<file path="src/rtl/drum_map_step_sequencer_macros.svh">
// ----------------------------------------------------------------------------
// Assertion macros for the drum map step sequencer
// Shared property templates, clocked on clk and disabled while arst_n is low.
// ----------------------------------------------------------------------------
`ifndef DRUM_MAP_STEP_SEQUENCER_MACROS_SVH
`define DRUM_MAP_STEP_SEQUENCER_MACROS_SVH

// same-cycle implication
`define DMSS_ASSERT_NOW(lbl, pre, post) \
lbl: assert property (@(posedge clk) disable iff (!arst_n) (pre) |-> (post)) \
	else $error("dmss assertion failed");

// next-cycle implication
`define DMSS_ASSERT_NEXT(lbl, pre, post) \
lbl: assert property (@(posedge clk) disable iff (!arst_n) (pre) |=> (post)) \
	else $error("dmss assertion failed");

`endif

</file>
<file path="src/rtl/dmss_pkg.sv">
// ----------------------------------------------------------------------------
// dmss_pkg
// Sizes, codes and control types shared by the sequencer modules.
// ----------------------------------------------------------------------------
package dmss_pkg;

	localparam int STEP_COUNT   = 32;
	localparam int GRID_SIDE    = 5;
	localparam int INSTR_COUNT  = 3;
	localparam int NODE_COUNT   = GRID_SIDE * GRID_SIDE;
	localparam int PATTERN_LEN  = INSTR_COUNT * STEP_COUNT;
	localparam int STORE_SIZE   = NODE_COUNT * PATTERN_LEN;
	localparam int ADDR_W       = $clog2(STORE_SIZE);
	localparam int STEP_W       = $clog2(STEP_COUNT);
	localparam int INST_W       = (INSTR_COUNT > 1) ? $clog2(INSTR_COUNT) : 1;
	localparam int COORD_W      = $clog2(GRID_SIDE);
	localparam int NODE_W       = $clog2(NODE_COUNT);
	localparam int POS_W        = 11;
	localparam int FRAC_W       = 8;
	localparam int POS_MAX      = (GRID_SIDE - 1) * 256;
	localparam int ACC_W        = 24;
	localparam int CORNER_W     = 2;

	localparam int ACCENT_LEVEL = 200;
	localparam int CHAOS_SCALE  = 2550;
	localparam int CHAOS_KEEP   = 768;
	localparam int CHAOS_SET    = 256;

	localparam logic OP_TICK = 1'b0;
	localparam logic OP_LOAD = 1'b1;

	localparam logic [2:0] CFG_MAP_X   = 3'd0;
	localparam logic [2:0] CFG_MAP_Y   = 3'd1;
	localparam logic [2:0] CFG_KICK_D  = 3'd2;
	localparam logic [2:0] CFG_SNARE_D = 3'd3;
	localparam logic [2:0] CFG_HAT_D   = 3'd4;
	localparam logic [2:0] CFG_CHAOS   = 3'd5;

	typedef enum logic [3:0] {
		ST_IDLE    = 4'b0001,
		ST_RUN     = 4'b0010,
		ST_DRAIN   = 4'b0100,
		ST_PUBLISH = 4'b1000
	} dmss_state_t;

	typedef struct packed {
		logic                accept;
		logic                rd;
		logic [INST_W-1:0]   inst;
		logic [CORNER_W-1:0] corner;
		logic                publish;
	} dmss_cmd_t;

	typedef struct packed {
		logic out_free;
	} dmss_sts_t;

endpackage

</file>
<file path="src/rtl/dmss_ctrl.sv">
// ----------------------------------------------------------------------------
// dmss_ctrl
// Tick sequencer: issues the pattern store reads, waits for the datapath
// pipeline to drain and hands the result to the output register.
// ----------------------------------------------------------------------------
`include "drum_map_step_sequencer_macros.svh"

module dmss_ctrl (
	input  logic                clk,
	input  logic                arst_n,
	input  logic                in_valid,
	input  logic                in_op,
	output logic                in_stall,
	input  dmss_pkg::dmss_sts_t sts,
	output dmss_pkg::dmss_cmd_t cmd
);

	dmss_pkg::dmss_state_t                state_q;
	logic [dmss_pkg::INST_W-1:0]          inst_q;
	logic [dmss_pkg::CORNER_W-1:0]        corner_q;
	logic                                 accept;
	logic                                 last_corner;
	logic                                 last_inst;

	assign in_stall    = (state_q != dmss_pkg::ST_IDLE);
	assign accept      = in_valid && !in_stall;
	assign last_corner = (corner_q == {dmss_pkg::CORNER_W{1'b1}});
	assign last_inst   = (inst_q == dmss_pkg::INST_W'(dmss_pkg::INSTR_COUNT - 1));

	always_comb begin
		cmd         = '0;
		cmd.accept  = accept;
		cmd.rd      = (state_q == dmss_pkg::ST_RUN);
		cmd.inst    = inst_q;
		cmd.corner  = corner_q;
		cmd.publish = (state_q == dmss_pkg::ST_PUBLISH) && sts.out_free;
	end

	always_ff @(posedge clk or negedge arst_n) begin
		if (!arst_n) begin
			state_q  <= dmss_pkg::ST_IDLE;
			inst_q   <= '0;
			corner_q <= '0;
		end else begin
			case (state_q)
				dmss_pkg::ST_IDLE: begin
					inst_q   <= '0;
					corner_q <= '0;
					if (accept && (in_op == dmss_pkg::OP_TICK)) begin
						state_q <= dmss_pkg::ST_RUN;
					end
				end
				dmss_pkg::ST_RUN: begin
					corner_q <= corner_q + 1'b1;
					if (last_corner) begin
						if (last_inst) begin
							inst_q  <= '0;
							state_q <= dmss_pkg::ST_DRAIN;
						end else begin
							inst_q <= inst_q + 1'b1;
						end
					end
				end
				dmss_pkg::ST_DRAIN: begin
					// read data, product and accumulate stages
					if (corner_q[0]) begin
						corner_q <= '0;
						state_q  <= dmss_pkg::ST_PUBLISH;
					end else begin
						corner_q <= corner_q + 1'b1;
					end
				end
				dmss_pkg::ST_PUBLISH: begin
					if (sts.out_free) begin
						state_q <= dmss_pkg::ST_IDLE;
					end
				end
				default: begin
					state_q <= dmss_pkg::ST_IDLE;
				end
			endcase
		end
	end

	`DMSS_ASSERT_NEXT(a_tick_starts_run, accept && (in_op == dmss_pkg::OP_TICK), (state_q == dmss_pkg::ST_RUN) && (inst_q == '0) && (corner_q == '0))
	`DMSS_ASSERT_NOW(a_publish_needs_room, cmd.publish, sts.out_free)

endmodule

</file>
<file path="config.mk">
export PLATFORM = sky130hd
export DESIGN_NAME = dmss_ctrl
export DESIGN_NICKNAME = d
export VERILOG_FILES = /design/src/rtl/dmss_pkg.sv /design/src/rtl/dmss_ctrl.sv
export VERILOG_INCLUDE_DIRS = /design/src /design/src/rtl
export SDC_FILE = /design/constraint.sdc
export NUM_CORES = 1
export LEC_CHECK = 0
export BUFFER_PORTS_ARGS = -buffer_cell sky130_fd_sc_hd__buf_2
export CAP_MARGIN = 25
export CORE_AREA = 2 2 39 41
export CTS_BUF_LIST = sky130_fd_sc_hd__clkbuf_8
export DETAILED_ROUTE_END_ITERATION = 10
export DIE_AREA = 0 0 41 43
export HOLD_SLACK_MARGIN = 0.1
export MAX_ROUTING_LAYER = met4
export PLACE_DENSITY = 0.62
export SLEW_MARGIN = 20
export SYNTH_ARGS = -nofsm -noshare
export SYNTH_HDL_FRONTEND = slang
export SYNTH_SLANG_ARGS = --single-unit
</file>
<file path="constraint.sdc">
create_clock -name clk -period 1.25 [get_ports clk]
set_input_delay 0 -clock clk [delete_from_list [all_inputs] [get_ports clk]]
set_output_delay 0 -clock clk [all_outputs]
set_load 0.02 [all_outputs]
</file>
==> metrics, run 1 <==
initial antenna violation count 0; largest net degree at the start of global routing 9; Detailed Route WL ~1300 um; crit path kind flip-flop to output pin; # port buffers 12; Worst-path clk slew around 0.04 ns; Final ANT Viol Nets 0; P_leak 0.413 nW; Syn Nets 58; Final Max Slew Viols 0; Hold WC Path Type input pin to flip-flop; PnR worst setup slack -0.159 ns; Filler cells about 130; vias in the first global route approximately 530; Die Area approximately 1800 um^2; Max Root-Sink Buffers 2; CP Capture Type output pin; clk root buf clkbuf_8; row cnt 14; vias 510; Synth area leader dfrtp_1; total CTS buffers 3; WL/cell ~13 um; DP Worst Slack -0.127 ns; synthesized instance count 51; die width around 41 um; Worst R2R Setup Slack -0.15 ns; # clock sinks 8; fraction of registers with async set/reset 1.00; Worst Setup EP in_stall; crit share post-route 1.13; sequential cell area fraction in the yosys report 0.379; first-pass GRT wire length around 2200 um; Final Net Count 90; DR iter-0 viols 7; Setup Viol. Count Final 10; syn_area_per_cell between 10 and 15 um^2; Die Height approximately 43 um; GP Congestion 0.729; Syn. warnings 0; Post-synth EDFFs 0; Crit Reg-Reg Startpoint state_q[3]$_DFFE_PN0P_; IO Count 13; Worst EP required around 1.3 ns; Hold Violations, Final 0; GRT Util Overall 0.194; failing checks setup timing; clk_lat worst skew 0.23 ns; Power Total roughly 0.00082 W; Top FF cell, synth dfrtp_1; worst r2r dst inst_q[1]$_DFFE_PN0P_; setup_tns -1.02 ns; R2R cell count 5; core area 1380 um^2; Overflow after GRT 0; area of the mapped netlist ~530 um^2; P per Cell Area 974 nW/um^2; number of remaining DRC errors 0; share of cells above drive strength 1 0.549; antenna fix cells 0; CTS tree done; crit path time final around 1.4 ns; Reg area 204 um^2; Final Instance Area approximately 840 um^2; Post-DP HPWL 871 um; crit path from state_q[3]$_DFFE_PN0P_; status finished with violations; Yosys cell types 26; worst-margin pin slew 0.341 ns; Commonest cells post-synth 7 x dfrtp_1, 6 x inv_1, 4 x a21oi_1; worst hold slack 0.127 ns; synth top area cells dfrtp_1 33%, nor4b_4 8.9%, a32o_1 5.6%, dfstp_2 4.9%, ha_1 4.7%; H-tree depth 1; CP startpoint kind flip-flop; Worst Skew around 0.002 ns; max_cap viols 0; RSZ-0062 raised after global routing yes; area of the multi-input gates about 290 um^2; Synth Register Bits 8; Area after DPL ~640 um^2; Crit path arrival time between 1 and 1.5 ns; Fmax 0.710 GHz; Vias/cell approximately 5.2; initial core utilization 0.384; DRT Pass-1 Iters 4; maximum VDD drop 0.528 mV; Max FO, Critical Path 3; most frequent cell after synthesis dfrtp_1; Synth top area share 0.329; synthesis-to-layout area growth 57.9%; slew margin rel. 0.766
==> per-stage QoR <==
| step | cells | util |
|---|---|---|
| 6_report | 98 | 0.607 |
| 5_1_grt | 98 | 0.607 |
| 4_1_cts | 97 | 0.582 |
| 3_5_place_dp | 84 | 0.464 |
| 3_3_place_gp | 84 | 0.464 |
| 2_1_floorplan | 51 | - |
==> layer usage <==
metal | track usage | up-vias | wire length (um)
met5 | - | - | 0
met4 | 0.0667 | 0 | 28
met3 | 0.0995 | 2 | 56
met2 | 0.288 | 12 | 687
met1 | 0.219 | 251 | 506
li1 | - | 245 | -
==> cells in the final DEF (no fill, tap or decap), types with 2 or more instances in the layout <==
| cell | Yosys | final |
|---|---|---|
| dfrtp_2 | 0 | 2 |
| inv_1 | 6 | 6 |
| buf_4 | 3 | 13 |
| dlygate4sd3_1 | 0 | 2 |
| buf_2 | 0 | 8 |
| nor4b_4 | 2 | 2 |
| dfrtp_1 | 7 | 5 |
| buf_6 | 2 | 9 |
| clkbuf_8 | 0 | 3 |
| nor3_1 | 2 | 2 |
| a32o_1 | 3 | 3 |
| a21oi_1 | 4 | 3 |
==> cell families (layout without fill, tap and decap cells) <==
kind of cell | Yosys count | after routing | synth area share
AO/OA/AOI/OAI | 14 | 14 | 0.188
XOR/XNOR | 1 | 1 | 0.0165
adder cells (fa/ha/maj) | 2 | 2 | 0.0471
buffers and inverters | 11 | 42 | 0.127
flip-flops | 8 | 8 | 0.379
AND/OR/NAND/NOR | 15 | 15 | 0.242
==> how the worst min path moves through the flow <==
stage | startpoint | to | slack [ns] | cells past startpoint
after floorplan | arst_n | corner_q[0]$_DFFE_PN0P_ | -0.30 | 0
after global placement | arst_n | state_q[3]$_DFFE_PN0P_ | -0.15 | 1
after detailed placement | arst_n | state_q[3]$_DFFE_PN0P_ | -0.14 | 1
after CTS | in_valid | state_q[1]$_DFFE_PN0P_ | 0.12 | 4
after global routing | in_valid | state_q[1]$_DFFE_PN0P_ | 0.15 | 4
final | in_valid | state_q[1]$_DFFE_PN0P_ | 0.13 | 4
==> state kept, by name (all words and copies together) (netlist names) <==
register and flops:
corner_q 2, state_q 4, inst_q 2
==> power by group <==
part	leakage (nW)	internal [W]	switching, W
logic	0.282	0.000114	0.0000895
registers	0.104	0.000271	0.0000149
clock network	0.0269	0.000214	0.000114
==> area by class of cell <==
cell class                      instances  area share
Multi-Input combinational cell         32       0.344
Timing Repair Buffer                   32       0.308
Clock inverter                          1     0.00447
Inverter                                6      0.0268
Tap cell                               16      0.0238
Sequential cell                         8       0.243
Clock buffer                            3      0.0492
==> critical path, stage by stage (launching register included) <==
cell     delay (ns)
dfrtp_1        0.43
buf_6          0.15
nor4b_4        0.26
buf_4          0.19
inv_2          0.04
buf_6          0.12
==> repair_timing <==
action,CTS,global route
hold endpoints to repair,10,0
setup endpoints to repair,10,12
pin swaps,5,5
setup buffers,7,2
gates resized for setup,16,8
hold buffers,2,0
(Power assumes the default switching activity.)
==> inputs of run 2 (changes only) <==
- BUFFER_PORTS_ARGS: -buffer_cell sky130_fd_sc_hd__buf_2 -> unset
- DONT_BUFFER_PORTS: unset -> 1
- PLACE_DENSITY: 0.62 -> 0.53
- SKIP_LAST_GASP: unset -> 1
==> run 2 against run 1 <==
  * The run still ends with setup timing left
  * Non-clock buffer count fell by 5
  * Count of clock-buffer cells in the layout unchanged
  * Sequential power fell by 2%
  * Global-route usage rose by 0.061 points
  * Final area down 0.15%
  * Combinational power is 3% higher
  * Critical endpoint is now corner_q[1]$_DFFE_PN0P_
  * Largest power group unchanged
==> metrics, run 2 (synthesis gave the netlist of run 1 again) <==
Reg with most FFs state_q; Final Instance Area 838 um^2 (-0.15%); Detailed Route WL 1310 um (+2.8%); first-pass GRT wire length 2260 um (+2.2%); Worst-path clk slew 0.04 ns (about the same); Fmax 0.710 GHz (about the same); vias in the first global route 494 (-6.4%); row cnt 14 (unchanged); PnR worst setup slack -0.157 ns (+0.00140 ns); slew margin rel. 0.746 (-0.0201); most used cell, CP buf_4; Max FO, Critical Path 6 (+3); clk_lat worst skew 0.23 ns (about the same); clk root buf clkbuf_8; worst stage delay on the critical path 0.53 ns (+0.10 ns); worst-margin pin slew 0.379 ns (+0.0377 ns); Hold Violations, Final 0 (unchanged); RSZ-0062 raised after global routing yes; slowest CP cell dfstp_2; commonest cells after routing, fill and taps aside 17 x buf_4, 6 x buf_6, 4 x inv_1, 4 x dfrtp_1, 4 x dlygate4sd3_1; crit path time final 1.41 ns (-0.00140 ns); Crit path arrival time 1.52 ns (+0.11 ns); crit share post-route 1.13 (about the same); H-tree depth 1 (unchanged); status finished with violations; synthesis-to-layout area growth 57.6%; initial core utilization 0.384 (unchanged); max FFs per register 4 (unchanged); largest net degree at the start of global routing 9 (unchanged); GP Congestion 0.820 (+12%); share of cells above drive strength 1 0.571 (+0.0226); Post-DP HPWL 933 um (+7.2%); Worst Skew 0.00413 ns (+0.00214 ns); failing checks setup timing; total CTS buffers 3 (unchanged); number of remaining DRC errors 0 (unchanged); Largest regs state_q (4), corner_q (2), inst_q (2); Vias/cell 5.15 (-1.0%); GRT Util Overall 0.195 (+0.000608); Worst EP required 1.36 ns (+0.11 ns); Final ANT Viol Nets 0 (unchanged); antenna fix cells 0 (unchanged); Final Max Slew Viols 0 (unchanged); DRT Pass-1 Iters 4 (unchanged); # clock sinks 8 (unchanged); crit path cell chain buf_4 > nor4b_4 > buf_4 > a32o_1 > a31o_1; Overflow after GRT 0 (unchanged); DR iter-0 viols 4 (-3); WL/cell 14.1 um (+8.3%); P per Cell Area 964 nW/um^2 (-1.0%); CTS tree done; P_leak 0.388 nW (-6.3%); crit path kind flip-flop to flip-flop; CP Capture Type flip-flop; CP startpoint kind flip-flop; Max Root-Sink Buffers 2 (unchanged); R2R cell count 5 (unchanged); initial antenna violation count 0 (unchanged); IO Count 13 (unchanged); Final Net Count 85 (-5.6%); max_cap viols 0 (unchanged); vias 479 (-6.1%); Area after DPL 634 um^2 (-1.2%); die width 41 um (unchanged); Die Area 1760 um^2 (unchanged); setup_tns -0.827 ns (+0.193 ns); core area 1380 um^2 (unchanged); Hold WC Path Type input pin to async pin; Setup Viol. Count Final 8 (-2); # port buffers 0 (-12); most common cell after layout, fill and taps aside buf_4; Die Height 43 um (unchanged); maximum VDD drop 0.606 mV (+15%)
## run 2: changes by cell type in the layout (fill, tap and decap cells not counted), moves of 2 or more
| cell | before | now |
|---|---|---|
| buf_6 | 9 | 6 |
| buf_2 | 8 | 0 |
| dlygate4sd3_1 | 2 | 4 |
| buf_4 | 13 | 17 |
| inv_1 | 6 | 4 |
## run 2: timing repair
item | in CTS | in global routing
endpoints found under the hold margin | 11 | 0
hold buffers | 4 | 0
endpoints found under the setup margin | 11 | 12
pin swaps | 4 | 5
resized for setup | 11 | 15
buffers inserted | 5 | 1
## run 2: final timing paths
| kind | from | to | slack [ns] |
|---|---|---|---|
| max in group asynchronous | arst_n | state_q[0]$_DFFE_PN1P_ | 0.81 |
| min in group clk | sts | cmd[0] | 0.17 |
| hold / removal | arst_n | corner_q[0]$_DFFE_PN0P_ | 0.13 |
| hold reg to reg | inst_q[0]$_DFFE_PN0P_ | inst_q[0]$_DFFE_PN0P_ | 0.56 |
| setup / recovery | state_q[0]$_DFFE_PN1P_ | corner_q[1]$_DFFE_PN0P_ | -0.16 |
| setup reg to reg | state_q[0]$_DFFE_PN1P_ | corner_q[1]$_DFFE_PN0P_ | -0.16 |
## run 2: cell type report
type,instances,area [um^2]
clock buffer,3,41.3
clock inverter,1,3.75
fill,118,546
inverter,6,25.0
multi-input combinational,32,308
sequential,8,205
tap,16,20.0
timing repair buffer,27,235
## run 2: per-layer routing
layer  track usage  wire length (um)  vias to the layer above  share of wire
met2         0.288               744                        5           0.57
met4        0.0600                 0                        0              0
met3        0.0524                41                        0          0.031
met5             -                 0                        -              0
met1         0.255               528                      240           0.40
li1              -                 -                      234              -
## run 2: report_power, final
| group | leakage, nW | internal (W) | switching (W) |
|---|---|---|---|
| logic | 0.258 | 0.000112 | 0.0000974 |
| registers | 0.103 | 0.000271 | 0.00000913 |
| clock network | 0.0269 | 0.000213 | 0.000105 |
| total | 0.388 | 0.000596 | 0.000211 |
## run 2: metrics by stage
step	hold slack (ns)	worst slack, ns	power, W	util	std cells
floorplan	-0.296	-0.245	0.000377	-	51
global placement	-0.295	-0.143	0.000413	0.458	79
detailed placement	-0.295	-0.132	0.000415	0.458	79
CTS	0.145	-0.137	0.000791	0.567	92
global route	0.156	-0.203	0.000848	0.606	93
finish	0.127	-0.157	0.000808	0.606	93
## run 2: worst max-delay path: cells and delay by family (launching register included)
kind | cells | cell delay (ns)
AO/OA/AOI/OAI | 2 | 0.38
AND/OR/NAND/NOR | 1 | 0.07
buffers and inverters | 2 | 0.31
flip-flops | 1 | 0.53
==> inputs of run 3 (changes only) <==
- PLACE_DENSITY: 0.53 -> 0.51
- clock period: 1.25 -> 1.6 ns (I/O delays scaled with it)
==> run 3 against run 2 <==
  * The run now ends clean
  * Global-route usage fell by 4.9 points
  * Clock power fell by 22%
  * Clock skew rose by 0.0027 ns
==> metrics, run 3 (synthesis gave the netlist of run 1 again) <==
post-CTS setup buffers 0 (-5); Crit path max-delay family flip-flops; commonest cells after routing, fill and taps aside 7 x inv_1, 7 x dfrtp_1, 4 x a21oi_1, 4 x dlygate4sd3_1; Worst-path clk slew 0.05 ns (about the same); row cnt 14 (unchanged); maximum VDD drop 0.366 mV (-40%); number of remaining DRC errors 0 (unchanged); H-tree depth 1 (unchanged); synthesis-to-layout area growth 15.5%; Filler cells 131 (+11%); IO Count 13 (unchanged); Worst EP required 1.60 ns (+0.24 ns); core area 1380 um^2 (unchanged); setup_tns 0 ns (+0.827 ns); max_cap viols 0 (unchanged); CTS tree done; Reg area 201 um^2 (-1.8%); DRT Pass-1 Iters 2 (-2); RSZ-0062 raised after global routing no; worst-margin pin slew 0.422 ns (+0.0426 ns); initial core utilization 0.384 (unchanged); crit path cell chain nor4b_4 > nand2_1 > inv_1; antenna fix cells 0 (unchanged); Setup Viol. Count Final 0 (-8); clk root buf clkbuf_8; P_leak 0.283 nW (-27%); crit path time final around 1.5 ns; Vias/cell 5.44 (+5.6%); Reg with most FFs state_q; DR iter-0 viols 3 (-1); crit path kind flip-flop to output pin; first-pass GRT wire length 1770 um (-22%); slew margin rel. 0.718 (-0.0285); utilization after layout 0.444 (-0.162); vias 397 (-17%); status complete, no violations; Max FO, Critical Path 8 (+2); CP startpoint kind flip-flop; post-CTS sizing 0 (-11); Fmax 0.679 GHz; P per Cell Area 907 nW/um^2 (-5.9%); slowest CP cell dfstp_2; Hold Violations, Final 0 (unchanged); Overflow after GRT 0 (unchanged); initial antenna violation count 0 (unchanged); Post-DP HPWL 787 um (-16%); share of cells above drive strength 1 0.158 (-0.414); Worst Skew 0.00687 ns (+0.00273 ns); max FFs per register 4 (unchanged); WL/cell 13.9 um (-1.7%); Crit path arrival time 1.47 ns (-0.05 ns); GRT Util Overall 0.146 (-0.0495); Worst Path Buf+Inv 1 (-1); worst stage delay on the critical path 0.62 ns (+0.09 ns); total CTS buffers 3 (unchanged); Detailed Route WL 1010 um (-23%); # port buffers 0 (unchanged); Die Height 43 um (unchanged); Largest regs state_q (4), corner_q (2), inst_q (2); clk_lat worst skew 0.23 ns (about the same); area of the multi-input gates 263 um^2 (-15%); die width 41 um (unchanged); Max Root-Sink Buffers 2 (unchanged); Final ANT Viol Nets 0 (unchanged); GP Congestion 0.750 (-8.6%); Hold WC Path Type input pin to async pin; # clock sinks 8 (unchanged); vias in the first global route 390 (-21%); Die Area 1760 um^2 (unchanged); crit share post-route 0.921; Final Max Slew Viols 0 (unchanged); CP Capture Type output pin; Final Net Count 65 (-24%); largest net degree at the start of global routing 10 (+1)
[run 3: changes by cell type in the layout (fill, tap and decap cells not counted), moves of 3 or more]
cell | before | now
buf_6 | 6 | 0
inv_1 | 4 | 7
dfrtp_1 | 4 | 7
dfrtp_2 | 3 | 0
buf_4 | 17 | 3
[run 3: where the power goes]
group	leakage (nW)	internal, W	switching (W)
clock	0.0269	0.000166	0.0000807
combinational	0.149	0.0000385	0.0000429
sequential	0.107	0.000212	0.0000172
total	0.283	0.000416	0.000141
[run 3: worst reg2reg max path, delay by kind of cell, from the launching register on]
family / cells / cell delay [ns]
flip-flops: 1 / 0.62
AND/OR/NAND/NOR: 1 / 0.32
AO/OA/AOI/OAI: 2 / 0.31
[run 3: path summary, 6_finish.rpt]
check	slack, ns	to	startpoint	cells past startpoint
worst max register to register	0.23	inst_q[0]$_DFFE_PN0P_	state_q[0]$_DFFE_PN1P_	3
worst max-delay path	0.13	cmd[6]	state_q[0]$_DFFE_PN1P_	3
worst min-delay path	0.14	state_q[3]$_DFFE_PN0P_	arst_n	1
max in group asynchronous	1.12	state_q[0]$_DFFE_PN1P_	arst_n	1
worst min register to register	0.59	state_q[0]$_DFFE_PN1P_	state_q[0]$_DFFE_PN1P_	1
min in group clk	0.24	cmd[0]	sts	1
[run 3: layout make-up]
cell class / count / area share
well taps: 16 / 0.0326
flip-flops and latches: 8 / 0.328
clock inverters: 1 / 0.00611
repair buffers: 7 / 0.102
multi-input cells: 32 / 0.428
clock buffers: 3 / 0.0672
inverters: 6 / 0.0367
[run 3: repair_timing]
item	4_1_cts	5_1_grt
setup endpoints to repair	0	0
hold buffers	4	0
hold endpoints to repair	11	0
[run 3: through the flow]
step | hold WS [ns] | area [um^2] | power [W] | setup WS [ns] | cells
2_1_floorplan | -0.296 | 532 | 0.000295 | 0.105 | 51
3_3_place_gp | -0.295 | 529 | 0.000300 | 0.216 | 65
3_5_place_dp | -0.295 | 529 | 0.000301 | 0.221 | 65
4_1_cts | 0.158 | 614 | 0.000564 | 0.111 | 73
5_1_grt | 0.176 | 614 | 0.000585 | 0.0301 | 73
6_report | 0.144 | 614 | 0.000557 | 0.126 | 73
[run 3: layer usage]
layer	routed length (um)	up-vias	share of wire	GRT usage
met1	469	196	0.46	0.203
li1	-	195	-	-
met3	53	0	0.052	0.0471
met4	0	0	0	0.0200
met2	491	6	0.48	0.209
met5	0	-	0	-
